`config.mk`:
```
export PLATFORM = sky130hd
export DESIGN_NAME = delta_decode_range_filter_top
export DESIGN_NICKNAME = d
export VERILOG_FILES = /design/src/rtl/ddrf_pkg.sv /design/src/rtl/delta_decode_range_filter_top.sv
export SDC_FILE = /design/constraint.sdc
export NUM_CORES = 2
export LEC_CHECK = 0
export BUFFER_PORTS_ARGS = -buffer_cell sky130_fd_sc_hd__buf_2
export CAP_MARGIN = 30
export CORE_UTILIZATION = 45
export DETAILED_ROUTE_END_ITERATION = 16
export PLACE_DENSITY = 0.59
export SYNTH_ARGS = -nofsm -noshare
export SYNTH_HDL_FRONTEND = slang
export SYNTH_SLANG_ARGS = --single-unit
```
`constraint.sdc`:
```
create_clock -name aclk -period 21.1 [get_ports aclk]
set_clock_uncertainty 0.15 [all_clocks]
set_input_delay 3.165 -clock aclk [delete_from_list [all_inputs] [get_ports aclk]]
set_output_delay 3.165 -clock aclk [all_outputs]
set_load 0.01 [all_outputs]
```
`src/rtl/ddrf_pkg.sv`:
```
// Package for the delta decoder with range filter: sizes, register
// indexes and the packed payload types of the input and result channels.
// No dependencies.
package ddrf_pkg;

    localparam int LANES      = 8;
    localparam int DELTA_W    = 8;
    localparam int VAL_W      = 32;
    localparam int CNT_W      = 32;
    localparam int LANE_CNT_W = 4;
    localparam int LANE_IDX_W = $clog2(LANES);
    localparam int PRE_W      = DELTA_W + $clog2(LANES);
    localparam int CFG_IDX_W  = 2;

    localparam logic [CNT_W-1:0] COUNT_MAX = {CNT_W{1'b1}};

    typedef enum logic [CFG_IDX_W-1:0] {
        CFG_RANGE_LOW   = 2'd0,
        CFG_RANGE_HIGH  = 2'd1,
        CFG_START_VALUE = 2'd2
    } cfg_idx_t;

    typedef struct packed {
        logic signed [DELTA_W-1:0]    delta_0;
        logic signed [DELTA_W-1:0]    delta_1;
        logic signed [DELTA_W-1:0]    delta_2;
        logic signed [DELTA_W-1:0]    delta_3;
        logic signed [DELTA_W-1:0]    delta_4;
        logic signed [DELTA_W-1:0]    delta_5;
        logic signed [DELTA_W-1:0]    delta_6;
        logic signed [DELTA_W-1:0]    delta_7;
        logic        [LANE_CNT_W-1:0] valid_lanes;
        logic                         first_group;
        logic                         last_group;
    } in_t;

    typedef struct packed {
        logic signed [VAL_W-1:0] decoded_value;
        logic        [CNT_W-1:0] match_count;
        logic                    is_total;
        logic                    last_of_run;
    } out_t;

endpackage

```
`src/rtl/delta_decode_range_filter_top.sv`:
```
// Top level of the delta decoder with range filter: input register, group
// decode into a group bank, one-per-cycle result emission unless stalled.
// Depends on ddrf_pkg.
//
//  Channel   Ports                              Direction  Moves
//  input     s_valid, s_ready, s_data (in_t)    in         one group of deltas
//  result    m_valid, m_ready, m_data (out_t)   out        one match or total
//  config    cfg_we, cfg_index, cfg_wdata       in         one register write
//
// Flow: a group yields its matches, plus one total for a last group; the
// result register drains one transaction a cycle from the group bank while
// m_ready allows. Groups with at most one result stream at one per cycle
// unless stalled. An accepted group passes the input register and the group
// bank before its first result reaches the result register on m_data.
// Reset: aresetn, synchronous, active low; clears all control state, the
// running sum and count, and loads the register reset values.
// Stalls: m_ready low holds the result register; the group bank and then the
// input register fill behind it before s_ready drops.
module delta_decode_range_filter_top (
    input  logic                               aclk,
    input  logic                               aresetn,
    input  logic                               s_valid,
    output logic                               s_ready,
    input  ddrf_pkg::in_t                      s_data,
    output logic                               m_valid,
    input  logic                               m_ready,
    output ddrf_pkg::out_t                     m_data,
    input  logic                               cfg_we,
    input  logic [ddrf_pkg::CFG_IDX_W-1:0]     cfg_index,
    input  logic [ddrf_pkg::VAL_W-1:0]         cfg_wdata
);
    import ddrf_pkg::*;

    // Configuration registers
    logic signed [VAL_W-1:0] range_low_reg, range_low_next;
    logic signed [VAL_W-1:0] range_high_reg, range_high_next;
    logic signed [VAL_W-1:0] start_value_reg, start_value_next;

    // Input register
    logic in_valid_reg, in_valid_next;
    in_t  in_reg;

    // Stream state
    logic signed [VAL_W-1:0] sum_reg, sum_next;
    logic        [CNT_W-1:0] cnt_reg, cnt_next;

    // Group bank: decoded values, pending matches, pending total
    logic signed [VAL_W-1:0] grp_val_reg [LANES];
    logic        [LANES-1:0] grp_mask_reg, grp_mask_next;
    logic                    grp_total_reg, grp_total_next;

    // Result register
    logic m_valid_reg, m_valid_next;
    out_t m_data_reg;

    // Decode datapath
    logic signed [DELTA_W-1:0]  delta_arr [LANES];
    logic        [LANE_CNT_W-1:0] lanes_cl;
    logic        [LANE_CNT_W-1:0] lanes_m1;
    logic signed [VAL_W-1:0]    base_val;
    logic signed [PRE_W-1:0]    pre_sum;
    logic signed [VAL_W-1:0]    dec_val [LANES];
    logic        [LANES-1:0]    hit;
    logic signed [VAL_W-1:0]    group_end_sum;

    // Emission
    logic [LANE_IDX_W-1:0] pick_idx;
    logic [LANES-1:0]      mask_clr;
    logic                  has_match;
    logic                  busy;
    logic                  out_free;
    logic                  emit;
    logic                  emit_match;
    logic                  grp_load;
    out_t                  emit_item;

    assign delta_arr[0] = in_reg.delta_0;
    assign delta_arr[1] = in_reg.delta_1;
    assign delta_arr[2] = in_reg.delta_2;
    assign delta_arr[3] = in_reg.delta_3;
    assign delta_arr[4] = in_reg.delta_4;
    assign delta_arr[5] = in_reg.delta_5;
    assign delta_arr[6] = in_reg.delta_6;
    assign delta_arr[7] = in_reg.delta_7;

    // Clamp the lane count to the group width
    assign lanes_cl = (in_reg.valid_lanes > LANE_CNT_W'(LANES)) ?
                      LANE_CNT_W'(LANES) : in_reg.valid_lanes;
    assign lanes_m1 = lanes_cl - LANE_CNT_W'(1);

    // A first group restarts from the configured start value
    assign base_val = in_reg.first_group ? start_value_reg : sum_reg;

    // Narrow prefix sums per lane, then one wide add and range test per lane
    always_comb begin
        pre_sum = '0;
        for (int j = 0; j < LANES; j++) begin
            pre_sum    = pre_sum + PRE_W'(delta_arr[j]);
            dec_val[j] = base_val + VAL_W'(pre_sum);
            hit[j]     = (LANE_CNT_W'(j) < lanes_cl) &&
                         (dec_val[j] >= range_low_reg) &&
                         (dec_val[j] <= range_high_reg);
        end
    end

    // Sum left behind by the group: last real lane, or the base if none
    assign group_end_sum = (lanes_cl == '0) ? base_val :
                           dec_val[lanes_m1[LANE_IDX_W-1:0]];

    // Pick the lowest pending match
    always_comb begin
        pick_idx = '0;
        for (int j = LANES - 1; j >= 0; j--) begin
            if (grp_mask_reg[j]) begin
                pick_idx = LANE_IDX_W'(j);
            end
        end
        mask_clr           = grp_mask_reg;
        mask_clr[pick_idx] = 1'b0;
    end

    assign has_match = |grp_mask_reg;
    assign busy      = has_match || grp_total_reg;
    assign out_free  = !m_valid_reg || m_ready;
    assign emit      = busy && out_free;
    assign emit_match = emit && has_match;

    always_comb begin
        if (has_match) begin
            emit_item.decoded_value = grp_val_reg[pick_idx];
            emit_item.match_count   = cnt_reg;
            emit_item.is_total      = 1'b0;
            emit_item.last_of_run   = (mask_clr == '0) && !grp_total_reg;
        end else begin
            emit_item.decoded_value = '0;
            emit_item.match_count   = cnt_reg;
            emit_item.is_total      = 1'b1;
            emit_item.last_of_run   = 1'b1;
        end
    end

    // Advance a group into the bank once the bank empties, even in the cycle
    // its final result leaves
    assign grp_load = in_valid_reg && (!busy || (emit && emit_item.last_of_run));
    assign s_ready  = !in_valid_reg || grp_load;

    always_comb begin
        range_low_next   = range_low_reg;
        range_high_next  = range_high_reg;
        start_value_next = start_value_reg;
        if (cfg_we) begin
            case (cfg_index)
                CFG_RANGE_LOW:   range_low_next   = cfg_wdata;
                CFG_RANGE_HIGH:  range_high_next  = cfg_wdata;
                CFG_START_VALUE: start_value_next = cfg_wdata;
                default: ;
            endcase
        end

        in_valid_next = (s_valid && s_ready) ? 1'b1 : (grp_load ? 1'b0 : in_valid_reg);

        sum_next = grp_load ? group_end_sum : sum_reg;

        // Count saturates; a first group clears it after any match leaving now
        cnt_next = cnt_reg;
        if (grp_load && in_reg.first_group) begin
            cnt_next = '0;
        end else if (emit_match && (cnt_reg != COUNT_MAX)) begin
            cnt_next = cnt_reg + CNT_W'(1);
        end

        if (grp_load) begin
            grp_mask_next  = hit;
            grp_total_next = in_reg.last_group;
        end else begin
            grp_mask_next  = emit_match ? mask_clr : grp_mask_reg;
            grp_total_next = (emit && !has_match) ? 1'b0 : grp_total_reg;
        end

        m_valid_next = emit ? 1'b1 : (m_ready ? 1'b0 : m_valid_reg);
    end

    always_ff @(posedge aclk) begin
        if (!aresetn) begin
            range_low_reg   <= {1'b1, {(VAL_W-1){1'b0}}};
            range_high_reg  <= {1'b0, {(VAL_W-1){1'b1}}};
            start_value_reg <= '0;
            in_valid_reg    <= 1'b0;
            sum_reg         <= '0;
            cnt_reg         <= '0;
            grp_mask_reg    <= '0;
            grp_total_reg   <= 1'b0;
            m_valid_reg     <= 1'b0;
        end else begin
            range_low_reg   <= range_low_next;
            range_high_reg  <= range_high_next;
            start_value_reg <= start_value_next;
            in_valid_reg    <= in_valid_next;
            sum_reg         <= sum_next;
            cnt_reg         <= cnt_next;
            grp_mask_reg    <= grp_mask_next;
            grp_total_reg   <= grp_total_next;
            m_valid_reg     <= m_valid_next;
        end
    end

    // Payload registers: no reset
    always_ff @(posedge aclk) begin
        if (s_valid && s_ready) begin
            in_reg <= s_data;
        end
        if (grp_load) begin
            for (int j = 0; j < LANES; j++) begin
                grp_val_reg[j] <= dec_val[j];
            end
        end
        if (emit) begin
            m_data_reg <= emit_item;
        end
    end

    assign m_valid = m_valid_reg;
    assign m_data  = m_data_reg;

    // A total transaction always closes the run of its group
    a_total_last: assert property (@(posedge aclk) disable iff (!aresetn)
        (m_valid && m_data.is_total) |-> m_data.last_of_run)
        else $error("total result without last_of_run");

    // Every match shown lies inside the configured range
    a_in_range: assert property (@(posedge aclk) disable iff (!aresetn)
        (m_valid && !m_data.is_total) |->
        ((m_data.decoded_value >= range_low_reg) &&
         (m_data.decoded_value <= range_high_reg)))
        else $error("emitted value outside range");

    // The match count only falls when a new stream starts
    a_cnt_mono: assert property (@(posedge aclk) disable iff (!aresetn)
        !(grp_load && in_reg.first_group) |=> (cnt_reg >= $past(cnt_reg)))
        else $error("match count fell without a new stream");

endmodule
```
* After elaboration in Yosys (flattened, before gate mapping) *
Memories as Yosys holds them, arrays and structs flattened. A register that Yosys moved wholly into a read port is not among the register bits.
Index checks and enable logic that the tools add are counted.

word-level totals
  memories = 1
  memory bits (writable) = 256
  register bits = 275
  logic and storage cells = 151
  output and inout port bits = 68
  input bits = 109

memory list
  name         words  width  rd ports  clocked after memory_dff  write ports  line                                 RTL
  grp_val_reg  8      32     1         1                         8            delta_decode_range_filter_top.sv:48  logic signed [VAL_W-1:0] grp_val_reg [LANES];

operators by class
  mux-type cells = 27
  equal/unequal tests = 3
  add/subtract/negate cells = 17
  bitwise logic cells = 4
  order comparisons = 28
  reductions and logical operators = 48

operators with widths
  cell                     number
  $ge A32 B32 Y1           8
  $le A32 B32 Y1           8
  $add A32 B11 Y32         5
  $mux W32                 4
  $bmux W32 S3             1
  $add A11 B8 Y11          4
  $add A32 B1 Y32 const B  1
  $add A32 B10 Y32         1
  $add A32 B8 Y32          1
  $add A32 B9 Y32          1
  $ne A32 B32 Y1 const B   1
  $logic_and A1 B1 Y1      26
  $mux W3                  8
  $lt A3 B4 Y1 const A     4
  $mux W8                  2
  $add A10 B8 Y11          1
  $add A9 B8 Y10           1
  $add A8 B8 Y9            1
  $mux W1                  9
  $and A8 B8 Y8            1
  $logic_not A8 Y1         1
  $lt A1 B4 Y1 const A     2
  $lt A2 B4 Y1 const A     2
  $not A8 Y8               1
  other kinds (20)         33

* Longest topological paths before layout *
  word-level depth = 23
  gate-level depth with buffers = 54
  mapped depth without buffers = 53

* Least setup slack after synthesis *
No wires, ideal clock.

  path type = reg2reg
  start = reg in_reg (netlist bit delta_arr[56])
  end = reg grp_mask_reg[7]
  clock period less this slack = 12.830 ns
  library setup time = 0.087 ns
  arrival time = 12.593 ns
  buffers on the path = 1
  required time = 20.863 ns
  slack = 8.270 ns
  stages on the path, launching flop included = 46
  cells stage by stage = edfxtp_1 -> ha_1 -> fa_1 -> a21o_1 -> a21oi_1 -> o21bai_1 -> a21oi_1 -> nor2b_1 -> o22ai_1 -> ha_1 -> nand2b_1 -> and2_1 -> a31oi_1 -> ha_1 -> xnor2_1 -> ha_1 -> xnor2_1 -> ha_1 -> (+10 left out) -> nand2_1 -> or3_1 -> a31o_2 -> a21oi_1 -> xnor2_1 -> ha_1 -> a21o_1 -> a21o_1 -> a21o_1 -> a21o_1 -> a21o_1 -> a21o_1 -> a21oi_1 -> or3_1 -> o2111ai_1 -> mux2i_1 -> a31oi_1 -> o31ai_1

RTL lines
  element                 line                                  RTL
  from (decl)             delta_decode_range_filter_top.sv:41   in_t in_reg;
  from (signal assigned)  delta_decode_range_filter_top.sv:210  in_reg <= s_data;
  to (signal assigned)    delta_decode_range_filter_top.sv:201  grp_mask_reg <= grp_mask_next;
  to (decl)               delta_decode_range_filter_top.sv:49   logic [LANES-1:0] grp_mask_reg, grp_mask_next;

==> flow_summary_export.csv <==
group,metric,value,unit
outcome,status,"complete, no violations",
layout,largest_reg_flops,256,
logic_synthesis,yosysSeqAreaShare,31.31,%
logic_synthesis,syn_area,48530,sq um
logic_synthesis,synth-edff-count,392,
detailed_routing,vias,43800,
detailed_routing,wl,206.2,mm
timing,post-route-min-period,12890,ps
clock_network,cts_buffers,72,
logic_synthesis,synth.top_cell.area_share,24.26,%
setup_path,r2r_setup_slack,8210,ps
layout,syn_to_final_growth,11.62,%
layout,final_cell_mix,"ha_1, nand2_1, a21oi_1, edfxtp_1, a21o_1",
grt,antenna_found_initial,19,
setup_path,r2r-start,"delta_arr[56]",
setup_path,end_kind,"flip-flop",
logic_synthesis,async_flop_share,0,%
logic_synthesis,ys_warn_count,0,
worst_hold_path,min_from,"sum_reg[22]",
floorplanning,ioPinCount,177,
layout,multi_input_area,32200,sq um
place,io_buffers,176,
logic_synthesis,synth-seq-cells,563,
logic_synthesis,synth_cells,5070,
floorplanning,core-area,107100,sq um
layout,fin_nets,6273,
place,gp_congestion,1.029,
setup_path,critPathRequiredTime,21520,ps
logic_synthesis,synthXorXnorAreaFrac,5.817,%
timing,fin_crit_sh,61.08,%
logic_synthesis,synth_compound_area_share,20.08,%
layout,drive_gt1_share,11.25,%
logic_synthesis,synth_top_family_by_area,"adder cells",
clock_network,tritoncts,"built",
clock_network,clkTransAtPathRegs,60,ps
timing,slew_viol_final,0,
setup_path,rr_worst_depth,46,
setup_path,critPathTopFamily,"compound AO/OA/AOI/OAI gates",
detailed_routing,avgRoutedWirePerCell,30.38,microns
floorplanning,die_h,330.4,microns
detailed_routing,first_iter_violations,5065,
clock_network,cts_setup_buffers,0,
detailed_routing,dr.pass1.iters,7,
floorplanning,die_x,330.4,microns
grt,overflow,0,
clock_network,insertion_delay,680,ps
logic_synthesis,syn_avg_cell_area,9.572,sq um
setup_path,cp_num_buf_inv,4,
setup_path,critPathMostFrequentCell,"ha_1",
place,hpwl,160.9,mm
timing,rsz0062_at_grt,"no",
logic_synthesis,synthDistinctLibCells,100,
logic_synthesis,yosys.area_share.adder,22.06,%
setup_path,slowest_stage,"a2111oi_0",
logic_synthesis,synth_area_leaders,"edfxtp_1, ha_1, dfxtp_1, a21o_1, a21oi_1",
clock_network,cts_sinks,563,
clock_network,clk_path_buf_depth,3,
worst_hold_path,hold-path-endpoint,"sum_reg[22]",
layout,seq_area,15190,sq um
logic_synthesis,synth-main-ff-cell,"edfxtp_1",
timing,fmax,77.59,MHz
detailed_routing,drt-vias-per-instance,6.456,
worst_hold_path,min_path_type,"flip-flop to flip-flop",
clock_network,cts_root_buf,"clkbuf_16",
setup_path,critPathLaunch,"delta_arr[56]",
setup_path,slowest_delay,760,ps
timing,worstMarginPinSlew,1168,ps
worst_hold_path,worstHoldPathCells,2,
clock_network,cts-resized-gates,0,
grt,grt_usage,37.13,%
floorplanning,rows,120,
clock_network,ctsHoldBuffers,0,
setup_path,crit_fanout,23,
grt,grt_max_degree,107,
timing,finalSetupTns,0,ps
setup_path,cp-start-kind,"flip-flop",
grt,grt_pass1_wl,290.6,mm
layout,nFillCells,9966,
detailed_routing,drtAntennaViolNets,0,
floorplanning,start_util,45.33,%
timing,maxSlewHeadroom,21.57,%
logic_synthesis,synth_mux_area_share,4.267,%
grt,grt_pass1_vias,41310,
logic_synthesis,synth_simple_gate_area_share,13.82,%
setup_path,rr_endpoint,"grp_mask_reg[6]",
layout,mostFrequentLayoutCell,"ha_1",
floorplanning,die-area,109200,sq um
timing,setup_viol,0,
detailed_routing,drc,0,
clock_network,htreeDepth,3,
setup_path,setup.worst_path.class,"flip-flop to flip-flop",
timing,final-hold-violation-count,0,
logic_synthesis,syn_nets,6025,
run,maxCapViolCount,0,
logic_synthesis,yosys.area.top_type,"edfxtp_1",
setup_path,cp.arrival,13310,ps
## cells in the mapped netlist (8+ instances only)
cell / n
a21o_1: 295
and3_1: 38
o2111ai_1: 10
o21ai_1: 41
o21bai_1: 45
ha_1: 831
mux2_2: 96
nor2b_1: 106
a221oi_1: 44
o211ai_1: 57
dfxtp_1: 171
o31a_1: 8
nand3_1: 103
edfxtp_1: 392
nand4_1: 140
a211o_1: 9
or2_2: 8
mux4_2: 33
a211oi_1: 45
o21ai_0: 180
a21oi_1: 427
mux2i_1: 22
nor2_1: 291
clkbuf_1: 119
o41ai_1: 13
o22ai_1: 9
a22oi_1: 35
o21a_1: 95
and2_1: 20
fa_1: 15
nand2b_1: 87
or3_1: 30
nor3_1: 55
a41oi_1: 8
a2111oi_0: 8
nor4_1: 17
nand2_1: 453
xor2_1: 97
a31oi_1: 38
inv_1: 185
xnor2_1: 219
o31ai_1: 18
## kinds of logic (layout without fill, tap and decap cells)
family	count (synthesis)	in the layout
AOI/OAI and AO/OA	1481	1481
xor gates and xnor gates	319	319
adders and majority gates	847	847
buffers and inverters	318	624
DFF	563	563
muxes	152	152
other	0	6
and+or+nand+nor	1390	1390
## worst max path at each step
stage	to	slack, ps	cells after the start
after CTS	grp_mask_reg[6]	8310	46
after floorplan	grp_mask_reg[7]	8270	45
final	grp_mask_reg[6]	8210	46
after global routing	grp_mask_reg[6]	7700	46
after detailed placement	grp_mask_reg[6]	8360	46
after global placement	grp_mask_reg[6]	8200	41
## worst min-delay path: stages, from the launching register on
cell and delay, ps:
dfxtp_1 310, nand2_1 50, o21ai_1 50
## per-stage QoR
stage | area [sq um] | setup WS, ps | instances | hold WS [ps] | utilization (%)
global route | 54160 | 7702 | 6783 | 315.7 | 50.60
global placement | 51520 | 8199 | 6621 | 282.3 | 48.12
detailed placement | 51710 | 8359 | 6636 | 289.1 | 48.31
floorplan | 48530 | 8270 | 5070 | 272.1 | -
finish | 54170 | 8212 | 6785 | 293.9 | 50.60
CTS | 54060 | 8313 | 6768 | 296.5 | 50.50
## routing by layer
layer | global-route usage [%] | vias up | part of all wire (%) | wire (microns)
met5 | 0 | - | 0.063 | 130
met4 | 15.76 | 14 | 4.8 | 9921
met3 | 9.360 | 458 | 11 | 22750
met2 | 55.75 | 2308 | 42 | 86670
met1 | 50.46 | 21320 | 42 | 86680
li1 | - | 19710 | - | -
## cell type report
class / count / share of cell area (%)
Timing Repair Buffer: 305 / 3.594
Antenna cell: 6 / 0.02772
Inverter: 187 / 1.321
Clock buffer: 97 / 3.573
Multi-Input combinational cell: 4189 / 59.44
Tap cell: 1403 / 3.241
Clock inverter: 35 / 0.7553
Sequential cell: 563 / 28.05
Power is not shown: default switching activity piles up to over one toggle a cycle in this logic, so the estimate is an artifact.
